## src/hdl/pmq_pkg.sv

```systemverilog
// Shared types, codes and widths of the priority message queue.
`default_nettype none
package pmq_pkg;

  // Default geometry.
  localparam int DEPTH_DEF     = 16;
  localparam int MSG_BYTES_DEF = 8;
  localparam int PRIO_BITS_DEF = 8;

  // Fixed port widths.
  localparam int DATA_W     = 64;
  localparam int LEN_W      = 4;
  localparam int REQ_PRIO_W = 8;
  localparam int BUF_W      = 8;
  localparam int STATUS_W   = 3;
  localparam int CAP_W      = 5;
  localparam int LIMIT_W    = 4;
  localparam int CFG_IDX_W  = 1;
  localparam int CFG_DATA_W = 5;

  // Register reset values.
  localparam logic [CAP_W-1:0]   CAP_RST   = 5'd16;
  localparam logic [LIMIT_W-1:0] LIMIT_RST = 4'd8;

  typedef enum logic [CFG_IDX_W-1:0] {
    CFG_CAPACITY   = 1'b0,
    CFG_SIZE_LIMIT = 1'b1
  } cfg_idx_e;

  typedef enum logic {
    OP_SEND = 1'b0,
    OP_RECV = 1'b1
  } op_e;

  typedef enum logic [STATUS_W-1:0] {
    ST_OK        = 3'd0,
    ST_TOO_LONG  = 3'd1,
    ST_FULL      = 3'd2,
    ST_EMPTY     = 3'd3,
    ST_SMALL_BUF = 3'd4
  } status_e;

  typedef enum logic [2:0] {
    S_IDLE,
    S_SEND_RD,
    S_SEND_CMP,
    S_SEND_PUT,
    S_RECV_RD,
    S_RECV_MOVE
  } state_e;

  // Configuration as seen by the sequencer.
  typedef struct packed {
    logic [CAP_W-1:0]   capacity;
    logic [LIMIT_W-1:0] size_limit;
  } cfg_t;

endpackage
`default_nettype wire

```

## src/hdl/pmq_ram.sv

```systemverilog
// Entry memory: one write port, one read port with registered read data.
`default_nettype none
module pmq_ram #(
  parameter int WIDTH = 76,
  parameter int DEPTH = 16,
  localparam int AW   = (DEPTH > 1) ? $clog2(DEPTH) : 1
) (
  input  wire logic             clk_i,
  input  wire logic             we_i,
  input  wire logic [AW-1:0]    waddr_i,
  input  wire logic [WIDTH-1:0] wdata_i,
  input  wire logic [AW-1:0]    raddr_i,
  output logic      [WIDTH-1:0] rdata_o
);

  logic [WIDTH-1:0] mem_q [DEPTH];

  always_ff @(posedge clk_i) begin
    if (we_i) begin
      mem_q[waddr_i] <= wdata_i;
    end
    rdata_o <= mem_q[raddr_i];
  end

endmodule
`default_nettype wire

```

## src/hdl/pmq_seq.sv

```systemverilog
// Sequencer: request checks, sorted insert and head removal over the entry memory.
`default_nettype none
module pmq_seq #(
  parameter int DEPTH     = pmq_pkg::DEPTH_DEF,
  parameter int MSG_BYTES = pmq_pkg::MSG_BYTES_DEF,
  parameter int PRIO_BITS = pmq_pkg::PRIO_BITS_DEF,
  localparam int AW  = (DEPTH > 1) ? $clog2(DEPTH) : 1,
  localparam int DW  = MSG_BYTES * 8,
  localparam int EW  = PRIO_BITS + pmq_pkg::LEN_W + DW
) (
  input  wire logic                             clk_i,
  input  wire logic                             rst_ni,
  input  wire pmq_pkg::cfg_t                    cfg_i,
  input  wire logic                             start,
  output logic                                  busy,
  input  wire logic                             operation_i,
  input  wire logic [pmq_pkg::DATA_W-1:0]       message_data_i,
  input  wire logic [pmq_pkg::LEN_W-1:0]        message_length_i,
  input  wire logic [pmq_pkg::REQ_PRIO_W-1:0]   priority_req_i,
  input  wire logic [pmq_pkg::BUF_W-1:0]        buffer_length_i,
  output logic                                  out_valid_o,
  output logic [pmq_pkg::STATUS_W-1:0]          status_o,
  output logic [pmq_pkg::DATA_W-1:0]            out_data_o,
  output logic [pmq_pkg::LEN_W-1:0]             out_length_o,
  output logic [pmq_pkg::REQ_PRIO_W-1:0]        out_priority_o,
  output logic                                  mem_we_o,
  output logic [AW-1:0]                         mem_waddr_o,
  output logic [EW-1:0]                         mem_wdata_o,
  output logic [AW-1:0]                         mem_raddr_o,
  input  wire logic [EW-1:0]                    mem_rdata_i
);
  import pmq_pkg::*;

  localparam int CW   = $clog2(DEPTH + 1);
  localparam int CAPW = (CW > CAP_W) ? CW : CAP_W;

  function automatic logic [DW-1:0] keep_bytes(input logic [DW-1:0] d,
                                               input logic [LEN_W-1:0] n);
    logic [DW-1:0] r;
    r = '0;
    for (int b = 0; b < MSG_BYTES; b++) begin
      if (LEN_W'(b) < n) begin
        r[b*8 +: 8] = d[b*8 +: 8];
      end
    end
    return r;
  endfunction

  state_e             state_q, state_d;
  logic [CW-1:0]      count_q, count_d;
  logic [CW-1:0]      idx_q, idx_d;
  logic [EW-1:0]      ent_q, ent_d;
  logic               vld_q, vld_d;
  status_e            status_q, status_d;
  logic [DW-1:0]      odata_q, odata_d;
  logic [LEN_W-1:0]   olen_q, olen_d;
  logic [PRIO_BITS-1:0] oprio_q, oprio_d;

  logic               accept;
  logic [CAPW-1:0]    cap_ext;
  logic [CW-1:0]      cap_eff;
  logic [LIMIT_W-1:0] limit_eff;
  logic               send_long, send_full, recv_small, recv_empty;
  logic [CW-1:0]      idx_m1, idx_p1;
  logic [PRIO_BITS-1:0] rd_prio, new_prio;
  logic               hit;

  // Effective configuration.
  always_comb begin
    cap_ext = CAPW'(cfg_i.capacity);
    if (cap_ext < CAPW'(2)) begin
      cap_eff = CW'(2);
    end else if (cap_ext > CAPW'(DEPTH)) begin
      cap_eff = CW'(DEPTH);
    end else begin
      cap_eff = CW'(cap_ext);
    end
    if (cfg_i.size_limit > LIMIT_W'(MSG_BYTES)) begin
      limit_eff = LIMIT_W'(MSG_BYTES);
    end else begin
      limit_eff = cfg_i.size_limit;
    end
  end

  assign accept     = start && (state_q == S_IDLE);
  assign busy       = (state_q != S_IDLE);
  assign send_long  = message_length_i > limit_eff;
  assign send_full  = ((CW+1)'(count_q) + (CW+1)'(1)) >= (CW+1)'(cap_eff);
  assign recv_small = buffer_length_i < BUF_W'(limit_eff);
  assign recv_empty = (count_q == '0);

  assign idx_m1   = idx_q - CW'(1);
  assign idx_p1   = idx_q + CW'(1);
  assign rd_prio  = mem_rdata_i[EW-1 -: PRIO_BITS];
  assign new_prio = ent_q[EW-1 -: PRIO_BITS];
  // The shared compare: new item goes behind equal or higher priority.
  assign hit      = rd_prio >= new_prio;

  // Next state.
  always_comb begin
    state_d = state_q;
    unique case (state_q)
      S_IDLE: begin
        if (accept) begin
          if (operation_i == OP_SEND) begin
            if (send_long || send_full) begin
              state_d = S_IDLE;
            end else if (count_q == '0) begin
              state_d = S_SEND_PUT;
            end else begin
              state_d = S_SEND_RD;
            end
          end else if (!(recv_small || recv_empty)) begin
            state_d = S_RECV_RD;
          end
        end
      end
      S_SEND_RD:  state_d = S_SEND_CMP;
      S_SEND_CMP: begin
        if (hit || (idx_q == CW'(1))) begin
          state_d = S_SEND_PUT;
        end else begin
          state_d = S_SEND_RD;
        end
      end
      S_SEND_PUT: state_d = S_IDLE;
      S_RECV_RD:  state_d = S_RECV_MOVE;
      S_RECV_MOVE: begin
        if (idx_p1 == count_q) begin
          state_d = S_IDLE;
        end else begin
          state_d = S_RECV_RD;
        end
      end
      default: state_d = S_IDLE;
    endcase
  end

  // Datapath and memory control.
  always_comb begin
    count_d     = count_q;
    idx_d       = idx_q;
    ent_d       = ent_q;
    vld_d       = 1'b0;
    status_d    = status_q;
    odata_d     = odata_q;
    olen_d      = olen_q;
    oprio_d     = oprio_q;
    mem_we_o    = 1'b0;
    mem_waddr_o = idx_q[AW-1:0];
    mem_wdata_o = ent_q;
    mem_raddr_o = idx_q[AW-1:0];
    unique case (state_q)
      S_IDLE: begin
        if (accept) begin
          ent_d = {PRIO_BITS'(priority_req_i), message_length_i,
                   keep_bytes(message_data_i[DW-1:0], message_length_i)};
          if (operation_i == OP_SEND) begin
            idx_d = count_q;
            if (send_long || send_full) begin
              vld_d    = 1'b1;
              status_d = send_long ? ST_TOO_LONG : ST_FULL;
              odata_d  = '0;
              olen_d   = '0;
              oprio_d  = '0;
            end
          end else begin
            idx_d = '0;
            if (recv_small || recv_empty) begin
              vld_d    = 1'b1;
              status_d = recv_small ? ST_SMALL_BUF : ST_EMPTY;
              odata_d  = '0;
              olen_d   = '0;
              oprio_d  = '0;
            end
          end
        end
      end
      S_SEND_RD: begin
        mem_raddr_o = idx_m1[AW-1:0];
      end
      S_SEND_CMP: begin
        if (!hit) begin
          // Lower priority entry moves one slot toward the tail.
          mem_we_o    = 1'b1;
          mem_wdata_o = mem_rdata_i;
          idx_d       = idx_m1;
        end
      end
      S_SEND_PUT: begin
        mem_we_o = 1'b1;
        count_d  = count_q + CW'(1);
        vld_d    = 1'b1;
        status_d = ST_OK;
        odata_d  = '0;
        olen_d   = '0;
        oprio_d  = '0;
      end
      S_RECV_RD: begin
      end
      S_RECV_MOVE: begin
        if (idx_q == '0) begin
          odata_d = mem_rdata_i[DW-1:0];
          olen_d  = mem_rdata_i[DW +: LEN_W];
          oprio_d = rd_prio;
        end else begin
          mem_we_o    = 1'b1;
          mem_waddr_o = idx_m1[AW-1:0];
          mem_wdata_o = mem_rdata_i;
        end
        idx_d = idx_p1;
        if (idx_p1 == count_q) begin
          count_d  = count_q - CW'(1);
          vld_d    = 1'b1;
          status_d = ST_OK;
        end
      end
      default: begin
      end
    endcase
  end

  always_ff @(posedge clk_i or negedge rst_ni) begin
    if (!rst_ni) begin
      state_q <= S_IDLE;
      count_q <= '0;
      vld_q   <= 1'b0;
    end else begin
      state_q <= state_d;
      count_q <= count_d;
      vld_q   <= vld_d;
    end
  end

  always_ff @(posedge clk_i) begin
    idx_q    <= idx_d;
    ent_q    <= ent_d;
    status_q <= status_d;
    odata_q  <= odata_d;
    olen_q   <= olen_d;
    oprio_q  <= oprio_d;
  end

  assign out_valid_o    = vld_q;
  assign status_o       = status_q;
  assign out_data_o     = DATA_W'(odata_q);
  assign out_length_o   = olen_q;
  assign out_priority_o = REQ_PRIO_W'(oprio_q);

endmodule
`default_nettype wire

```

## src/hdl/priority_message_queue.sv

```systemverilog
// Top level of the priority message queue: configuration registers and entry store.
//
// Bounded message queue kept sorted by priority, highest first; equal
// priorities leave in arrival order.
// Request channel: an item (operation, message, priority, buffer size) is
//   taken at a rising edge with start high and busy low.
// Result channel: one result per item, shown for exactly one cycle with
//   out_valid_o high. The receiver cannot stall, so nothing waits.
// Config: cfg_we_i writes capacity (index 0) or size limit (index 1) at once.
// Flow per item; busy falls as the result is shown:
//   rejected (too long, full, empty, small buffer): decided in idle, busy stays low.
//   send: held entries are read and compared from the tail toward the head; each
//   of lower priority moves back one slot; the new item is then written behind the
//   first of equal or higher priority, or at the head if there is none.
//   receive: head read, then each remaining entry moves forward.
// Every visited entry goes through the single read port of the entry memory, whose
// read data is registered, so each is read in one state and used in the next.
// Reset empties the queue at once and loads capacity 16, size limit 8; the
// entry memory itself is not cleared.
`default_nettype none
module priority_message_queue #(
  parameter int DEPTH     = pmq_pkg::DEPTH_DEF,
  parameter int MSG_BYTES = pmq_pkg::MSG_BYTES_DEF,
  parameter int PRIO_BITS = pmq_pkg::PRIO_BITS_DEF
) (
  input  wire logic                             clk_i,
  input  wire logic                             rst_ni,
  input  wire logic                             start,
  output logic                                  busy,
  input  wire logic                             operation_i,
  input  wire logic [pmq_pkg::DATA_W-1:0]       message_data_i,
  input  wire logic [pmq_pkg::LEN_W-1:0]        message_length_i,
  input  wire logic [pmq_pkg::REQ_PRIO_W-1:0]   priority_req_i,
  input  wire logic [pmq_pkg::BUF_W-1:0]        buffer_length_i,
  input  wire logic                             cfg_we_i,
  input  wire logic [pmq_pkg::CFG_IDX_W-1:0]    cfg_idx_i,
  input  wire logic [pmq_pkg::CFG_DATA_W-1:0]   cfg_wdata_i,
  output logic                                  out_valid_o,
  output logic [pmq_pkg::STATUS_W-1:0]          status_o,
  output logic [pmq_pkg::DATA_W-1:0]            out_data_o,
  output logic [pmq_pkg::LEN_W-1:0]             out_length_o,
  output logic [pmq_pkg::REQ_PRIO_W-1:0]        out_priority_o
);
  import pmq_pkg::*;

  localparam int AW = (DEPTH > 1) ? $clog2(DEPTH) : 1;
  localparam int DW = MSG_BYTES * 8;
  localparam int EW = PRIO_BITS + LEN_W + DW;

  cfg_t cfg_q;

  // Memory port between sequencer and entry store.
  logic          mem_we;
  logic [AW-1:0] mem_waddr, mem_raddr;
  logic [EW-1:0] mem_wdata, mem_rdata;

  // Configuration registers; raw values are kept, clamping is done in use.
  always_ff @(posedge clk_i or negedge rst_ni) begin
    if (!rst_ni) begin
      cfg_q.capacity   <= CAP_RST;
      cfg_q.size_limit <= LIMIT_RST;
    end else if (cfg_we_i) begin
      unique case (cfg_idx_e'(cfg_idx_i))
        CFG_CAPACITY:   cfg_q.capacity   <= cfg_wdata_i[CAP_W-1:0];
        CFG_SIZE_LIMIT: cfg_q.size_limit <= cfg_wdata_i[LIMIT_W-1:0];
        default: begin
        end
      endcase
    end
  end

  pmq_seq #(
    .DEPTH     (DEPTH),
    .MSG_BYTES (MSG_BYTES),
    .PRIO_BITS (PRIO_BITS)
  ) u_seq (
    .clk_i            (clk_i),
    .rst_ni           (rst_ni),
    .cfg_i            (cfg_q),
    .start            (start),
    .busy             (busy),
    .operation_i      (operation_i),
    .message_data_i   (message_data_i),
    .message_length_i (message_length_i),
    .priority_req_i   (priority_req_i),
    .buffer_length_i  (buffer_length_i),
    .out_valid_o      (out_valid_o),
    .status_o         (status_o),
    .out_data_o       (out_data_o),
    .out_length_o     (out_length_o),
    .out_priority_o   (out_priority_o),
    .mem_we_o         (mem_we),
    .mem_waddr_o      (mem_waddr),
    .mem_wdata_o      (mem_wdata),
    .mem_raddr_o      (mem_raddr),
    .mem_rdata_i      (mem_rdata)
  );

  // Entries kept sorted, head at address 0.
  pmq_ram #(
    .WIDTH (EW),
    .DEPTH (DEPTH)
  ) u_ram (
    .clk_i   (clk_i),
    .we_i    (mem_we),
    .waddr_i (mem_waddr),
    .wdata_i (mem_wdata),
    .raddr_i (mem_raddr),
    .rdata_o (mem_rdata)
  );

endmodule
`default_nettype wire

```

## config.mk

```make
export PLATFORM = sky130hd
export DESIGN_NAME = priority_message_queue
export DESIGN_NICKNAME = d
export VERILOG_FILES = /design/src/hdl/pmq_pkg.sv /design/src/hdl/pmq_ram.sv /design/src/hdl/pmq_seq.sv /design/src/hdl/priority_message_queue.sv
export SDC_FILE = /design/constraint.sdc
export NUM_CORES = 2
export LEC_CHECK = 0
export BUFFER_PORTS_ARGS = -buffer_cell sky130_fd_sc_hd__buf_2
export CAP_MARGIN = 20
export CORE_MARGIN = 10
export CORE_UTILIZATION = 59
export CTS_BUF_LIST = sky130_fd_sc_hd__clkbuf_4
export CTS_CLUSTER_SIZE = 24
export DETAILED_ROUTE_END_ITERATION = 16
export GPL_TIMING_DRIVEN = 0
export PLACE_DENSITY_LB_ADDON = 0.05
export RECOVER_POWER = 25
export SETUP_SLACK_MARGIN = 0.3
export SYNTH_ARGS = -nofsm -noshare
export SYNTH_HDL_FRONTEND = slang
export SYNTH_SLANG_ARGS = --single-unit
export TNS_END_PERCENT = 20
```

## constraint.sdc

```tcl
create_clock -name clk_i -period 13.05 [get_ports clk_i]
set_clock_uncertainty 0.15 [all_clocks]
set_input_delay 1.9575 -clock clk_i [delete_from_list [all_inputs] [get_ports clk_i]]
set_output_delay 1.9575 -clock clk_i [all_outputs]
set_load 0.01 [all_outputs]
```

==> run_results.csv <==
group,metric,value,unit
outcome,status,"finished with violations",
outcome,violations,"max-capacitance violations, max-slew violations",
timing,fin_crit,9.77,ns
finish,layout_commonest_cell,"edfxtp_1",
placed_design,gp_congestion,0.860,
floorplanning,die_y,351,µm
setup_path,cp_num_buf_inv,13,
yosys,ys_warn_count,0,
setup_path,worst_ep_required_time,13.79,ns
yosys,synth.distinct_cells,81,
setup_path,crit_type,"flip-flop to flip-flop",
finish,final_nets,4728,
clocking,cts_tree,"yes",
finish,area_growth,14.4,%
timing,tns,0,ns
timing,fmax,0.102,GHz
placed_design,pre_cts_slack,5.88,ns
yosys,synth-edff-count,1376,
setup_path,critPathTopFamily,"buffers and inverters",
yosys,ys_ff_latch,1470,
pwr,ir_drop,0.0857,mV
finish,drive_gt1_frac,0.272,
worst_hold_path,min_path_type,"flip-flop to flip-flop",
global_route,grt_pass1_wl,272,mm
placed_design,io_buffers,175,
clocking,ctsResizeCount,0,
timing,setup_viol,0,
yosys,netlist_area,64600,µm²
pwr,leakagePower,28.8,nW
drt,firstDrtPassIters,5,
finish,utilization,0.679,
yosys,syn_area_per_cell,16.5,µm²
clocking,htreeDepth,5,
clocking,cts_made_buffers,380,
finish,mostFrequentLayoutCells,"1376 x edfxtp_1, 644 x mux2i_1, 578 x clkbuf_4",
timing,fin_crit_sh,0.749,
setup_path,cp_max_fo,14,
job,timing.max_cap.violations,5,
clocking,numClockSinks,1470,
finish,multi_input_area,19900,µm²
pwr,p_total,0.00906,W
yosys,async_flop_share,0.0122,
timing,slew_violations,55,
drt,vias,41400,
drt,drt_iter0_drc,4963,
global_route,grt.total_usage,0.304,
finish,fillCellCount,7557,
setup_path,cp_common_cell,"clkbuf_1",
yosys,synth_nets,4038,
global_route,grt_pass1_vias,41400,
clocking,cts_hold_buf,0,
clocking,cts_buffer_depth,4,
floorplanning,dieArea,123000,µm²
global_route,grt_max_degree,30,
placed_design,dp.cells,5628,
setup_path,max_stage_delay,1.63,ns
clocking,clk_latency,1.24,ns
setup_path,crit_path_top_delay_cell,"clkbuf_1",
drt,drt-total-wl,189,mm
yosys,ys.flop_type,"edfxtp_1",
clocking,path_clk_slew,0.06,ns
floorplanning,initial_core_util,0.594,
drt,ant_nets,0,
floorplanning,core,109000,µm²
floorplanning,ios,176,
placed_design,post-dp-hpwl,130,mm
timing,tightest_slew,2.20,ns
timing,maxSlewHeadroom,-0.464,
global_route,antenna_found_initial,12,
yosys,yosysSeqAreaShare,0.670,
finish,seq_area,43300,µm²
clocking,cts-root-buf,"clkbuf_4",
timing,rsz0062_at_grt,"no",
pwr,powerDensity,123,nW/µm²
drt,wire_per_inst,30.0,µm
setup_path,path_cells,"clkbuf_1 -> inv_1 -> clkbuf_1 -> clkbuf_1 -> clkbuf_1 -> ha_1 -> clkbuf_1 -> clkbuf_1 -> clkbuf_1 -> inv_1 -> o22ai_1 -> a22oi_1 -> a211oi_4 -> buf_16 -> buf_16 -> buf_8 -> buf_8",
timing,hold_viol_final,0,
drt,via_per_inst,6.56,
setup_path,critPathLaunchType,"flip-flop",
yosys,synth_cells,3914,
timing,fin_ws,3.28,ns
drt,drc_errors,0,
floorplanning,fp.dieW,351,µm
setup_path,cp.arrival,10.51,ns
finish,fin_cells,6305,
setup_path,end_kind,"flip-flop",
global_route,overflow,0,
clocking,postCtsSetupRepairBufs,0,
floorplanning,rows,121,
## worst paths after layout
kind                                start            endpoint  slack (ns)  cells past startpoint
setup / recovery           u_seq.idx_q[0]  u_ram.mem_q[4][37]        3.28                     17
hold / removal                   cfg_q[2]            cfg_q[2]        0.36                      1
setup reg to reg           u_seq.idx_q[0]  u_ram.mem_q[4][37]        3.28                     17
hold reg to reg                  cfg_q[2]            cfg_q[2]        0.36                      1
max in group asynchronous          rst_ni    u_seq.state_q[2]       11.00                      1
min in group asynchronous          rst_ni   u_seq.out_valid_o        0.92                      1
## stage by stage
| stage | hold WS (ns) | instance area (µm²) |
|---|---|---|
| 5_1_grt | 0.384 | 73900 |
| 3_3_place_gp | 0.341 | 67300 |
| 3_5_place_dp | 0.345 | 69400 |
| 4_1_cts | 0.359 | 74200 |
| 2_1_floorplan | 0.329 | 64600 |
| 6_report | 0.359 | 74000 |
## metal layers
metal,global-route usage,wire (µm),vias up
li1,-,-,17600
met1,0.404,72500,20900
met2,0.480,88900,2451
met3,0.0725,20000,418
met4,0.135,7910,6
met5,0,70,-
## flip-flops by register name (all words and copies together), names as in the netlist, 4 cells and up
signal and cells:
u_ram.mem_q 1216, u_ram.rdata_o 76, u_seq.ent_q 76, u_seq.out_data_o 64, cfg_q 9, u_seq.out_priority_o 8
u_seq.count_q 5, u_seq.idx_q 5, u_seq.out_length_o 4
## final cells by class
class / count / share of cell area
inverter: 57 / 0.00289
tap: 1414 / 0.0239
sequential: 1470 / 0.585
clock buffer: 578 / 0.0587
multi-input combinational: 2094 / 0.269
antenna: 5 / 0.000169
timing repair buffer: 308 / 0.0349
buffer: 293 / 0.0190
clock inverter: 86 / 0.00612
## worst reg2reg max path, delay by kind of cell (launching register included)
family                     cells  cell delay, ns
DFF                            1            0.43
AOI/OAI and AO/OA              3            1.20
buffers and inverters         13            7.46
adders and majority gates      1            0.24
## Yosys cell counts (5+ instances only)
cell | instances | share of area
a211oi_1 | 13 | 0.0015
a21oi_1 | 22 | 0.0017
a22oi_1 | 7 | 0.00081
a311o_1 | 74 | 0.011
and2_1 | 101 | 0.0098
and3_1 | 5 | 0.00048
buf_1 | 12 | 0.00070
buf_2 | 141 | 0.011
buf_4 | 15 | 0.0017
buf_6 | 11 | 0.0019
clkbuf_1 | 114 | 0.0066
dfrtp_1 | 16 | 0.0062
dfxtp_1 | 76 | 0.024
edfxtp_1 | 1376 | 0.64
ha_1 | 28 | 0.0054
inv_1 | 55 | 0.0032
mux2_2 | 198 | 0.034
mux2i_1 | 647 | 0.10
mux4_2 | 152 | 0.053
nand2_1 | 57 | 0.0033
nand2b_1 | 5 | 0.00048
nand3_1 | 5 | 0.00039
nor2_1 | 25 | 0.0015
nor2b_1 | 45 | 0.0044
nor3_1 | 84 | 0.0065
o21ai_0 | 80 | 0.0062
o221ai_1 | 78 | 0.011
o22a_1 | 73 | 0.0099
o22ai_1 | 304 | 0.029
o32ai_1 | 5 | 0.00068
xnor2_1 | 10 | 0.0014
## power breakdown
| group | switching, W | internal (W) |
|---|---|---|
| clock network | 0.00183 | 0.00209 |
| logic | 0.0000340 | 0.0000269 |
| registers | 0.00000302 | 0.00508 |
## logic make-up (layout without fill, tap and decap cells)
group / after synthesis / after routing / share of synthesized area
muxes: 1001 / 1001 / 0.188
DFF: 1470 / 1470 / 0.670
adders and majority gates: 29 / 29 / 0.00573
and+or+nand+nor: 350 / 350 / 0.0296
buffers and inverters: 350 / 1322 / 0.0252
xor gates and xnor gates: 15 / 15 / 0.00225
AOI/OAI and AO/OA: 699 / 699 / 0.0792
other: 0 / 5 / 0
No activity file was read; power rests on OpenSTA's default activity.
